`config.mk`:
```
export PLATFORM = sky130hd
export DESIGN_NAME = protobuf_status_field_decoder_core_flat
export DESIGN_NICKNAME = d
export VERILOG_FILES = /design/src/hdl/pbsf_pkg.sv /design/src/hdl/pbsf_ifs.sv /design/src/hdl/pbsf_front.sv /design/src/hdl/pbsf_queue.sv /design/src/hdl/pbsf_back.sv /design/src/hdl/protobuf_status_field_decoder_core.sv /design/src/flat_wrapper.sv
export SDC_FILE = /design/constraint.sdc
export NUM_CORES = 2
export LEC_CHECK = 0
export ABC_AREA = 0
export BUFFER_PORTS_ARGS = -buffer_cell sky130_fd_sc_hd__buf_2
export CORE_MARGIN = 2
export CORE_UTILIZATION = 51
export DETAILED_ROUTE_END_ITERATION = 10
export GPL_TIMING_DRIVEN = 0
export PLACE_DENSITY = 0.66
export SLEW_MARGIN = 25
export SYNTH_ARGS = -nofsm -noshare
export SYNTH_HDL_FRONTEND = slang
export SYNTH_HIERARCHICAL = 1
export SYNTH_SLANG_ARGS = --single-unit
```
`constraint.sdc`:
```
create_clock -name clk -period 14.5 [get_ports clk]
set_clock_uncertainty 0.05 [all_clocks]
set_input_delay 2.9 -clock clk [delete_from_list [all_inputs] [get_ports clk]]
set_output_delay 2.9 -clock clk [all_outputs]
set_load 0.005 [all_outputs]
```
`src/hdl/pbsf_pkg.sv`:
```
// Shared types, constants and functions for the protobuf status field decoder.
`timescale 1ns / 1ps
`default_nettype none
package pbsf_pkg;

  typedef enum logic [2:0] {
    PH_TAG, PH_VARINT, PH_FIXED32, PH_SKIP, PH_LEN, PH_STOPPED
  } phase_t;

  typedef enum logic [1:0] {STOP_RUN, STOP_KEEP, STOP_DROP} stop_t;

  localparam logic [2:0] WT_VARINT  = 3'd0;
  localparam logic [2:0] WT_FIXED64 = 3'd1;
  localparam logic [2:0] WT_LEN     = 3'd2;
  localparam logic [2:0] WT_FIXED32 = 3'd5;

  localparam logic [3:0] K_SOC     = 4'd0;
  localparam logic [3:0] K_IN_W    = 4'd1;
  localparam logic [3:0] K_OUT_W   = 4'd2;
  localparam logic [3:0] K_AC_IN   = 4'd3;
  localparam logic [3:0] K_AC_OUT  = 4'd4;
  localparam logic [3:0] K_BATT    = 4'd5;
  localparam logic [3:0] K_AC_PRES = 4'd6;
  localparam logic [3:0] K_DSG_MIN = 4'd7;
  localparam logic [3:0] K_CHG_MIN = 4'd8;
  localparam logic [3:0] K_TEMP    = 4'd9;
  localparam logic [3:0] K_MIN_SOC = 4'd10;
  localparam logic [3:0] K_MAX_SOC = 4'd11;
  localparam logic [3:0] K_BACKUP  = 4'd12;
  localparam logic [3:0] K_RESERVE = 4'd13;
  localparam logic [3:0] K_ERROR   = 4'd14;
  localparam logic [3:0] K_SUMMARY = 4'd15;

  localparam logic [31:0] F_SOC     = 32'd262;
  localparam logic [31:0] F_IN_W    = 32'd3;
  localparam logic [31:0] F_OUT_W   = 32'd4;
  localparam logic [31:0] F_AC_IN   = 32'd54;
  localparam logic [31:0] F_AC_OUT  = 32'd368;
  localparam logic [31:0] F_BATT    = 32'd158;
  localparam logic [31:0] F_AC_PRES = 32'd202;
  localparam logic [31:0] F_DSG_MIN = 32'd268;
  localparam logic [31:0] F_CHG_MIN = 32'd269;
  localparam logic [31:0] F_TEMP    = 32'd259;
  localparam logic [31:0] F_MIN_SOC = 32'd271;
  localparam logic [31:0] F_MAX_SOC = 32'd270;
  localparam logic [31:0] F_BACKUP  = 32'd7;
  localparam logic [31:0] F_RESERVE = 32'd8;
  localparam logic [31:0] F_ERROR   = 32'd1;

  localparam logic [31:0] FLOAT_ONE = 32'h3F80_0000;
  localparam logic [31:0] FLOAT_INF = 32'h7F80_0000;
  localparam logic [3:0]  MAX_VARINT_BYTES = 4'd10;

  localparam int QDEPTH = 4;
  localparam int QAW    = $clog2(QDEPTH);

  typedef struct packed {
    logic [3:0]         kind;
    logic [31:0]        field_value;
    logic [15:0]        matched_count;
    logic               charging;
    logic               derived_applied;
    logic signed [31:0] soc_low;
    logic               last_of_run;
  } res_t;

  typedef struct packed {
    logic [1:0] n;
    res_t       e0;
    res_t       e1;
  } push_t;

  function automatic logic [63:0] shl7(input logic [6:0] d, input logic [3:0] c);
    logic [6:0] a;
    a = 7'(c) * 7'd7;
    return 64'(d) << a;
  endfunction

  function automatic logic [31:0] round_soc(input logic [31:0] bits);
    logic [7:0]  e;
    logic [23:0] m;
    logic [7:0]  sh;
    logic [24:0] sum;
    logic [31:0] mag;
    e = bits[30:23];
    m = {1'b1, bits[22:0]};
    sh = 8'd150 - e;
    sum = 25'(m) + (25'd1 << (sh - 8'd1));
    mag = 32'(sum >> sh);
    if (e >= 8'd150) mag = 32'(m) << (e - 8'd150);
    if (e == 8'hFF && bits[22:0] != '0) return '0;
    if (e >= 8'd158) return bits[31] ? 32'h8000_0000 : 32'h7FFF_FFFF;
    if (e == 8'd0) return '0;
    if (e < 8'd150 && sh > 8'd24) return '0;
    return bits[31] ? 32'd0 - mag : mag;
  endfunction

endpackage
`default_nettype wire

```
`src/hdl/pbsf_ifs.sv`:
```
// Channel interfaces for message bytes, configuration and results.
`timescale 1ns / 1ps
`default_nettype none
interface pbsf_in_if;
  logic       valid;
  logic       ready;
  logic [7:0] byte_in;
  logic       last_byte;
  modport source (output valid, byte_in, last_byte, input ready);
  modport sink (input valid, byte_in, last_byte, output ready);
endinterface

interface pbsf_cfg_if;
  logic       valid;
  logic       ready;
  logic [6:0] soc_low_floor;
  modport source (output valid, soc_low_floor, input ready);
  modport sink (input valid, soc_low_floor, output ready);
endinterface

interface pbsf_out_if;
  logic               valid;
  logic               ready;
  logic [3:0]         kind;
  logic [31:0]        field_value;
  logic [15:0]        matched_count;
  logic               charging;
  logic               derived_applied;
  logic signed [31:0] soc_low;
  logic               last_of_run;
  modport source (output valid, kind, field_value, matched_count, charging,
                  derived_applied, soc_low, last_of_run, input ready);
  modport sink (input valid, kind, field_value, matched_count, charging,
                derived_applied, soc_low, last_of_run, output ready);
endinterface
`default_nettype wire

```
`src/hdl/pbsf_front.sv`:
```
// Front end: wire format parser, field matching and summary generation.
`timescale 1ns / 1ps
`default_nettype none
module pbsf_front import pbsf_pkg::*; (
  input  wire logic  clk,
  input  wire logic  rst,
  pbsf_in_if.sink    in_ch,
  pbsf_cfg_if.sink   cfg,
  input  wire logic  q_ready,
  output push_t      push
);

  phase_t             phase, phase_next;
  stop_t              stop_mode, stop_mode_next;
  logic [3:0]         cnt, cnt_next;
  logic [63:0]        acc, acc_next;
  logic [31:0]        fnum, fnum_next;
  logic [2:0]         wtype, wtype_next;
  logic [63:0]        skip, skip_next;
  logic [15:0]        matched, matched_next;
  logic               dl_valid, dl_valid_next;
  logic [31:0]        dl, dl_next;
  logic               ac, ac_next;
  logic [31:0]        batt, batt_next;
  logic signed [31:0] soc_low, soc_low_next;

  logic        fire, fin, fmatch, fixed, der, chg, drop;
  logic [63:0] vacc, facc, raw, vint, sk;
  logic [3:0]  cnt_inc;
  logic [3:0]  fkind;
  logic [31:0] fval;
  res_t        summ, fres;

  assign in_ch.ready = q_ready;
  assign cfg.ready = 1'b1;
  assign fire = in_ch.valid && q_ready;

  always_comb begin
    phase_next = phase;
    stop_mode_next = stop_mode;
    cnt_next = cnt;
    acc_next = acc;
    fnum_next = fnum;
    wtype_next = wtype;
    skip_next = skip;
    matched_next = matched;
    dl_valid_next = dl_valid;
    dl_next = dl;
    ac_next = ac;
    batt_next = batt;
    soc_low_next = soc_low;
    fin = 1'b0;
    raw = acc;
    fmatch = 1'b0;
    fkind = K_SUMMARY;
    fval = '0;
    der = 1'b0;
    chg = 1'b0;
    drop = 1'b0;
    fixed = 1'b0;
    vint = '0;
    vacc = acc | shl7(in_ch.byte_in[6:0], cnt);
    facc = acc | (64'(in_ch.byte_in) << {cnt[1:0], 3'b000});
    cnt_inc = cnt + 4'd1;
    sk = (skip != '0) ? skip - 64'd1 : skip;
    push = '0;

    if (fire) begin
      unique case (phase)
        PH_TAG, PH_VARINT, PH_LEN: begin
          acc_next = vacc;
          if (in_ch.byte_in[7]) begin
            cnt_next = cnt_inc;
            if (cnt_inc >= MAX_VARINT_BYTES) begin
              phase_next = PH_STOPPED;
              stop_mode_next = (phase == PH_TAG) ? STOP_KEEP : STOP_DROP;
            end
          end else begin
            cnt_next = '0;
            acc_next = '0;
            if (phase == PH_TAG) begin
              fnum_next = vacc[34:3];
              wtype_next = vacc[2:0];
              unique case (vacc[2:0])
                WT_VARINT:  phase_next = PH_VARINT;
                WT_FIXED32: phase_next = PH_FIXED32;
                WT_FIXED64: begin
                  phase_next = PH_SKIP;
                  skip_next = 64'd8;
                end
                WT_LEN:     phase_next = PH_LEN;
                default: begin
                  phase_next = PH_STOPPED;
                  stop_mode_next = STOP_DROP;
                end
              endcase
            end else if (phase == PH_VARINT) begin
              fin = 1'b1;
              raw = vacc;
              phase_next = PH_TAG;
            end else begin
              skip_next = vacc;
              phase_next = (vacc == '0) ? PH_TAG : PH_SKIP;
            end
          end
        end
        PH_FIXED32: begin
          acc_next = facc;
          cnt_next = cnt_inc;
          if (cnt[1:0] == 2'd3) begin
            fin = 1'b1;
            raw = facc;
            acc_next = '0;
            cnt_next = '0;
            phase_next = PH_TAG;
          end
        end
        PH_SKIP: begin
          skip_next = sk;
          if (sk == '0) phase_next = PH_TAG;
        end
        default: ;
      endcase

      fixed = (wtype == WT_FIXED32);
      vint = fixed ? 64'd0 : raw;
      if (fin) begin
        fmatch = 1'b1;
        unique case (fnum)
          F_SOC:     begin fkind = K_SOC;    fval = raw[31:0]; fmatch = fixed; end
          F_IN_W:    begin fkind = K_IN_W;   fval = raw[31:0]; fmatch = fixed; end
          F_OUT_W:   begin fkind = K_OUT_W;  fval = raw[31:0]; fmatch = fixed; end
          F_AC_IN:   begin fkind = K_AC_IN;  fval = raw[31:0]; fmatch = fixed; end
          F_AC_OUT:  begin fkind = K_AC_OUT; fval = raw[31:0]; fmatch = fixed; end
          F_BATT: begin
            fkind = K_BATT;
            fval = raw[31:0];
            fmatch = fixed;
            if (fixed) batt_next = raw[31:0];
          end
          F_AC_PRES: begin
            fkind = K_AC_PRES;
            ac_next = (vint != '0);
            fval = {31'd0, vint != '0};
          end
          F_DSG_MIN: begin fkind = K_DSG_MIN; fval = vint[31:0]; end
          F_CHG_MIN: begin fkind = K_CHG_MIN; fval = vint[31:0]; end
          F_TEMP:    begin fkind = K_TEMP;    fval = vint[31:0]; end
          F_MIN_SOC: begin
            fkind = K_MIN_SOC;
            fval = vint[31:0];
            dl_valid_next = 1'b1;
            dl_next = vint[31:0];
          end
          F_MAX_SOC: begin fkind = K_MAX_SOC; fval = vint[31:0]; end
          F_BACKUP:  begin fkind = K_BACKUP;  fval = {31'd0, vint != '0}; end
          F_RESERVE: begin fkind = K_RESERVE; fval = vint[31:0]; end
          F_ERROR:   begin fkind = K_ERROR;   fval = vint[31:0]; end
          default:   fmatch = 1'b0;
        endcase
        if (fmatch && matched != 16'hFFFF) matched_next = matched + 16'd1;
      end

      if (in_ch.last_byte) begin
        drop = (stop_mode_next == STOP_DROP) ||
               (phase_next != PH_TAG && phase_next != PH_STOPPED);
        der = !drop && (matched_next != '0);
        chg = der && ac_next && (batt_next > FLOAT_ONE) && (batt_next <= FLOAT_INF);
        if (der && dl_valid_next && !dl_next[31] && $signed(dl_next) > soc_low)
          soc_low_next = $signed(dl_next);
      end
    end

    fres = '0;
    fres.kind = fkind;
    fres.field_value = fval;
    summ = '0;
    summ.kind = K_SUMMARY;
    summ.matched_count = matched_next;
    summ.charging = chg;
    summ.derived_applied = der;
    summ.soc_low = soc_low_next;
    summ.last_of_run = 1'b1;

    if (fire) begin
      push.n = 2'(fmatch) + 2'(in_ch.last_byte);
      push.e0 = fmatch ? fres : summ;
      push.e1 = summ;
      if (in_ch.last_byte) begin
        phase_next = PH_TAG;
        stop_mode_next = STOP_RUN;
        cnt_next = '0;
        acc_next = '0;
        fnum_next = '0;
        wtype_next = '0;
        skip_next = '0;
        matched_next = '0;
        dl_valid_next = 1'b0;
        dl_next = '0;
      end
    end

    if (cfg.valid && soc_low < $signed(32'(cfg.soc_low_floor)))
      soc_low_next = $signed(32'(cfg.soc_low_floor));
  end

  always_ff @(posedge clk) begin
    if (rst) begin
      phase <= PH_TAG;
      stop_mode <= STOP_RUN;
      cnt <= '0;
      acc <= '0;
      fnum <= '0;
      wtype <= '0;
      skip <= '0;
      matched <= '0;
      dl_valid <= 1'b0;
      dl <= '0;
      ac <= 1'b0;
      batt <= '0;
      soc_low <= '0;
    end else begin
      phase <= phase_next;
      stop_mode <= stop_mode_next;
      cnt <= cnt_next;
      acc <= acc_next;
      fnum <= fnum_next;
      wtype <= wtype_next;
      skip <= skip_next;
      matched <= matched_next;
      dl_valid <= dl_valid_next;
      dl <= dl_next;
      ac <= ac_next;
      batt <= batt_next;
      soc_low <= soc_low_next;
    end
  end

endmodule
`default_nettype wire

```
`src/hdl/pbsf_queue.sv`:
```
// Short result queue taking up to two words per cycle and giving one.
`timescale 1ns / 1ps
`default_nettype none
module pbsf_queue import pbsf_pkg::*; (
  input  wire logic  clk,
  input  wire logic  rst,
  input  wire push_t push,
  output logic       space2,
  output logic       nonempty,
  output res_t       head,
  input  wire logic  pop
);

  res_t           mem [QDEPTH];
  logic [QAW-1:0] wp, rp;
  logic [QAW:0]   count;

  assign space2 = (count <= (QAW+1)'(QDEPTH - 2));
  assign nonempty = (count != '0);
  assign head = mem[rp];

  always_ff @(posedge clk) begin
    if (push.n != 2'd0) mem[wp] <= push.e0;
    if (push.n == 2'd2) mem[wp + QAW'(1)] <= push.e1;
  end

  always_ff @(posedge clk) begin
    if (rst) begin
      wp <= '0;
      rp <= '0;
      count <= '0;
    end else begin
      wp <= wp + QAW'(push.n);
      if (pop) rp <= rp + QAW'(1);
      count <= count + (QAW+1)'(push.n) - (QAW+1)'(pop);
    end
  end

endmodule
`default_nettype wire

```
`src/hdl/pbsf_back.sv`:
```
// Back end: output register that finishes state-of-charge rounding.
`timescale 1ns / 1ps
`default_nettype none
module pbsf_back import pbsf_pkg::*; (
  input  wire logic  clk,
  input  wire logic  rst,
  input  wire logic  nonempty,
  input  wire res_t  head,
  output logic       pop,
  pbsf_out_if.source out_ch
);

  logic valid;
  res_t r, r_next;

  assign pop = nonempty && (!valid || out_ch.ready);

  always_comb begin
    r_next = head;
    if (head.kind == K_SOC && !head.last_of_run)
      r_next.field_value = round_soc(head.field_value);
  end

  always_ff @(posedge clk) begin
    if (rst) begin
      valid <= 1'b0;
    end else if (!valid || out_ch.ready) begin
      valid <= nonempty;
    end
  end

  always_ff @(posedge clk) begin
    if (pop) begin
      r <= r_next;
    end
  end

  assign out_ch.valid = valid;
  assign out_ch.kind = r.kind;
  assign out_ch.field_value = r.field_value;
  assign out_ch.matched_count = r.matched_count;
  assign out_ch.charging = r.charging;
  assign out_ch.derived_applied = r.derived_applied;
  assign out_ch.soc_low = r.soc_low;
  assign out_ch.last_of_run = r.last_of_run;

endmodule
`default_nettype wire

```
`src/hdl/protobuf_status_field_decoder_core.sv`:
```
// Top level of the protobuf status field decoder.
// Takes one byte per cycle while the queue has room for two result words.
// A field word passes through the result queue and the output register;
// the summary word of the same byte follows it; one result leaves per cycle while ready.
// Synchronous reset clears the parser, the persistent status and the queue.
`timescale 1ns / 1ps
`default_nettype none
module protobuf_status_field_decoder_core import pbsf_pkg::*; (
  input  wire logic  clk,
  input  wire logic  rst,
  pbsf_in_if.sink    in_ch,
  pbsf_cfg_if.sink   cfg,
  pbsf_out_if.source out_ch
);

  push_t push;
  logic  space2, nonempty, pop;
  res_t  head;

  pbsf_front u_front (
    .clk(clk), .rst(rst), .in_ch(in_ch), .cfg(cfg), .q_ready(space2), .push(push)
  );

  pbsf_queue u_queue (
    .clk(clk), .rst(rst), .push(push), .space2(space2), .nonempty(nonempty),
    .head(head), .pop(pop)
  );

  pbsf_back u_back (
    .clk(clk), .rst(rst), .nonempty(nonempty), .head(head), .pop(pop), .out_ch(out_ch)
  );

endmodule
`default_nettype wire

```
`src/flat_wrapper.sv`:
```
// flat-port wrapper written by rule: the top's interface ports become plain ports
module protobuf_status_field_decoder_core_flat import pbsf_pkg::*;
  (clk, rst, in_ch_valid, in_ch_byte_in, in_ch_last_byte, in_ch_ready, cfg_valid, cfg_soc_low_floor, cfg_ready, out_ch_valid, out_ch_kind, out_ch_field_value, out_ch_matched_count, out_ch_charging, out_ch_derived_applied, out_ch_soc_low, out_ch_last_of_run, out_ch_ready);
  pbsf_in_if in_ch_i ();
  pbsf_cfg_if cfg_i ();
  pbsf_out_if out_ch_i ();
  input  wire logic clk;
  input  wire logic rst;
  input wire logic [$bits(in_ch_i.valid)-1:0] in_ch_valid;
  input wire logic [$bits(in_ch_i.byte_in)-1:0] in_ch_byte_in;
  input wire logic [$bits(in_ch_i.last_byte)-1:0] in_ch_last_byte;
  output wire logic [$bits(in_ch_i.ready)-1:0] in_ch_ready;
  input wire logic [$bits(cfg_i.valid)-1:0] cfg_valid;
  input wire logic [$bits(cfg_i.soc_low_floor)-1:0] cfg_soc_low_floor;
  output wire logic [$bits(cfg_i.ready)-1:0] cfg_ready;
  output wire logic [$bits(out_ch_i.valid)-1:0] out_ch_valid;
  output wire logic [$bits(out_ch_i.kind)-1:0] out_ch_kind;
  output wire logic [$bits(out_ch_i.field_value)-1:0] out_ch_field_value;
  output wire logic [$bits(out_ch_i.matched_count)-1:0] out_ch_matched_count;
  output wire logic [$bits(out_ch_i.charging)-1:0] out_ch_charging;
  output wire logic [$bits(out_ch_i.derived_applied)-1:0] out_ch_derived_applied;
  output wire logic [$bits(out_ch_i.soc_low)-1:0] out_ch_soc_low;
  output wire logic [$bits(out_ch_i.last_of_run)-1:0] out_ch_last_of_run;
  input wire logic [$bits(out_ch_i.ready)-1:0] out_ch_ready;
  assign in_ch_i.valid = in_ch_valid;
  assign in_ch_i.byte_in = in_ch_byte_in;
  assign in_ch_i.last_byte = in_ch_last_byte;
  assign in_ch_ready = in_ch_i.ready;
  assign cfg_i.valid = cfg_valid;
  assign cfg_i.soc_low_floor = cfg_soc_low_floor;
  assign cfg_ready = cfg_i.ready;
  assign out_ch_valid = out_ch_i.valid;
  assign out_ch_kind = out_ch_i.kind;
  assign out_ch_field_value = out_ch_i.field_value;
  assign out_ch_matched_count = out_ch_i.matched_count;
  assign out_ch_charging = out_ch_i.charging;
  assign out_ch_derived_applied = out_ch_i.derived_applied;
  assign out_ch_soc_low = out_ch_i.soc_low;
  assign out_ch_last_of_run = out_ch_i.last_of_run;
  assign out_ch_i.ready = out_ch_ready;
  protobuf_status_field_decoder_core u_core (.clk(clk), .rst(rst), .in_ch(in_ch_i), .cfg(cfg_i), .out_ch(out_ch_i));
endmodule
```
==> summary.md <==
| Metric | Value |
|---|---|
| Status | finished, final reports clean |
| Netlist cell types | between 100 and 150 |
| Die area | between 90000 and 100000 um^2 |
| Post-synth design cell area | roughly 47000 um^2 |
| Number of global-route vias before repair | 41.9k |
| Setup crit end kind | flip-flop |
| Post-synthesis sequential area ratio | between 40% and 50% |
| Buffers on Ports | roughly 110 |
| Clock Pin Slew Worst Setup and Hold Paths | roughly 0.07 ns |
| Max_cap viols | 0 |
| Number of synthesized flops with an enable pin | between 400 and 500 |
| Initial DRC count | roughly 6.4k |
| Final period utilization | between 70 and 80% |
| Worst vdd ir | around 0.12 mV |
| WP buf/inv | 9 |
| Critical Path Fanout Max | 10 |
| Postcts setup bufs | 0 |
| Routed Antenna Nets | 0 |
| Flop pwr share | between 20 and 30% |
| Layout area overhead | 12.5% |
| Largest net degree at the start of global routing | 24 |
| Sw power | ~3.7 mW |
| Pint | about 5 mW |
| Residual DRC | 0 |
| Gr ovfl total | 0 |
| Layout net count | approximately 5.4k |
| Setup TNS | 0 ns |
| Flop2flop setup slack | about 3.1 ns |
| Top flop regs | u_core/u_queue/mem (348), u_core/u_front/acc (64), u_core/u_front/skip (64) |
| CP startpoint kind | flip-flop |
| Leak | ~19 nW |
| Register area | around 19000 um^2 |
| Layout fillers | 7992 |
| Die H | about 300 um |
| Final hold vios | 0 |
| Initial antenna violation count | 6 |
| Sw frac | 42.7% |
| Overall power | ~8.8 mW |
| DRT Pass-1 Iters | 8 |
| Core area | between 90000 and 100000 um^2 |
| GPL Wtd Cong | 1.05 |
| Worst-Margin Slew | between 1 and 1.5 ns |
| Slowest stage delay, CP | approximately 0.80 ns |
| Req. time, crit path | between 10 and 15 ns |
| Max_slew headroom | between 10% and 20% |
| DR WL/cell | ~28 um |
| Layout cells sized above 1 | between 10% and 20% |
| Vias per cell | 6.80 |
| Mapped Cells | ~5k |
| Post-CTS Hold Buffers | 0 |
| Worst-Skew Late Latency | 0.69 ns |
| Cell Rows | about 110 |
| Main flop type after synthesis | edfxtp_1 |
| Drt total wl | 186000 um |
| Top cell type by total area after synthesis | edfxtp_1 |
| Die W | 308 um |
| Clock share of power | ~25% |
| Area of the multi-input gates | between 20000 and 30000 um^2 |
| Worst Hold End | u_core/u_front/ac |
| # H-tree levels | 3 |
| Slowest cell on the critical path | nor4_1 |
| Gr usage total | between 30% and 40% |
| # setup viols final | 0 |
| Biggest register | u_core/u_queue/mem |
| Max Freq | 88.0 MHz |
| FF-to-FF End | u_core/u_back/out_ch.field_value[31] |
| DP Wirelength | 138000 um |
| CTS resizes | 0 |
| Avg Inst Size Synth | 9.47 um^2 |
| RSZ-0062 raised after global routing | no |
| Via count | 44.7k |
| First-pass GRT wire length | ~270000 um |
| Power per cell area | between 150 and 200 nW/um^2 |
| Starting Density | between 50% and 60% |
| Hold Crit Class | reg2reg |
| Synth async-reset ratio | 0% |
| CTS tree | yes |
| CTS buffer count | 82 |
| Tmin final | roughly 11 ns |
| Clock Sinks | roughly 730 |
| Final Max Slew Viols | 0 |
| Yosys reg bits | 731 |
| CP Class | reg2reg |
| Crit-path leading delay family | compound AO/OA/AOI/OAI gates |
| Clock buffer depth | 3 |
| Share of total power in combinational logic | 46.2% |
| Area contributors post-synth | edfxtp_1 28%, dfxtp_1 13%, mux2_2 7.9% |
| WHS Path Cells | 2 |
| Synth top area share | between 20% and 30% |
| # IOs | about 110 |
| Max reg flops | between 300 and 400 |
| Clock Tree Root | clkbuf_16 |
| Yosys Warn Count | 6 |
| CP arrival | 11.71 ns |
| R2R cell count | 34 |
| Min-Delay Startpoint | u_core/u_front/ac |
## power groups by stage
stage,logic (mW),clock network (mW),registers [mW]
after global routing,4.25,2.26,2.58
after detailed placement,3.88,0,2.60
after floorplan,2.47,0,2.65
after CTS,3.90,2.18,2.56
after global placement,3.82,0,2.68
final,4.05,2.16,2.56
## layer usage
layer | share of wire, % | GRT usage (%) | vias up
met5 | 0.018 | 0 | -
met4 | 5.7 | 19.0 | 6
met3 | 11 | 8.37 | 657
met2 | 42 | 56.1 | 2946
met1 | 41 | 53.3 | 21500
li1 | - | - | 19500
## kinds of logic (layout without fill, tap and decap cells)
family,Yosys count,after routing,share of synthesized area (%)
AOI/OAI and AO/OA,1365,1365,19.2
xor gates and xnor gates,104,104,2.05
adders and majority gates,81,81,2.18
buffers and inverters,541,835,5.12
DFF,731,731,40.2
muxes,504,504,14.0
other,2,37,0.0159
and+or+nand+nor,1663,1663,17.2
## synth_stat cells, types with 18 or more instances
cell type and count:
o22ai_1 63, buf_2 62, inv_1 86, o211a_1 18, a211oi_1 114, o21ai_0 216, a21oi_1 364, clkbuf_1 289
buf_4 51, ha_1 79, nor2b_1 27, or3_1 36, a21o_1 34, mux2_2 331, or4_1 30, o21a_1 22
xor2_1 43, or2_2 18, a31oi_1 75, a22oi_1 101, nor4_1 83, nor2_1 569, nor3_1 235, nand4_1 75
dfxtp_1 296, nand2b_1 21, and2_1 29, edfxtp_1 435, xnor2_1 55, mux4_2 90, buf_1 30, and3_1 38
mux2i_1 52, o211ai_1 35, mux2_1 31, nand3_1 77, a221oi_1 28, o31ai_1 52, nand2_1 333, a31o_2 21
## layout by cell type, fill, tap and decap left out, types with 79 or more instances in the layout
master     synthesis  routed
a211oi_1         114     107
a21oi_1          364     364
a22oi_1          101     101
buf_2             62     172
clkbuf_1         289     306
clkbuf_16          0      84
dfxtp_1          296     296
edfxtp_1         435     435
ha_1              79      79
inv_1             86      86
mux2_2           331     331
mux4_2            90      90
nand2_1          333     333
nor2_1           569     567
nor3_1           235     235
nor4_1            83      81
o21ai_0          216     213
## worst register-to-register path: cells and delay by family (launching register included)
| family | cells | cell delay (ns) |
|---|---|---|
| AO/OA/AOI/OAI | 12 | 3.62 |
| adder cells (fa/ha/maj) | 3 | 0.94 |
| buffers and inverters | 9 | 3.16 |
| flip-flops | 1 | 0.30 |
| multiplexers | 1 | 0.53 |
| AND/OR/NAND/NOR | 9 | 2.47 |
## final cells by class
type	count	share of cell area [%]
repair buffers	144	2.38
clock buffers	107	4.21
diodes	4	0.0188
multi-input cells	3750	49.2
plain buffers	450	3.91
inverters	91	0.645
flip-flops and latches	731	35.7
well taps	1243	2.93
clock inverters	43	0.958
## stage by stage
stage          hold WS [ns]  cell area (um^2)  instances  setup slack (ns)  util, %
2_1_floorplan         0.387             47400       5022              2.95        -
3_3_place_gp          0.393             49500       6372             -3.38     53.9
3_5_place_dp          0.402             50400       6407              3.59     54.9
4_1_cts               0.411             53100       6557              3.51     57.9
5_1_grt               0.436             53200       6560              2.79     57.9
6_report              0.412             53200       6563              3.14     57.9
## worst max-delay path by stage
stage,from,end,slack (ns),cells past startpoint
6_report,flip-flop,u_core/u_back/out_ch.field_value[31],3.14,34
5_1_grt,flip-flop,u_core/u_back/out_ch.field_value[31],2.79,34
4_1_cts,flip-flop,u_core/u_back/out_ch.field_value[31],3.51,34
3_5_place_dp,flip-flop,u_core/u_back/out_ch.field_value[31],3.59,34
3_3_place_gp,in_ch_byte_in[7],u_core/u_queue/mem[0][19],-3.38,8
2_1_floorplan,out_ch_ready,u_core/u_queue/count[2],2.95,9
Power figures use the tool's default switching activity.
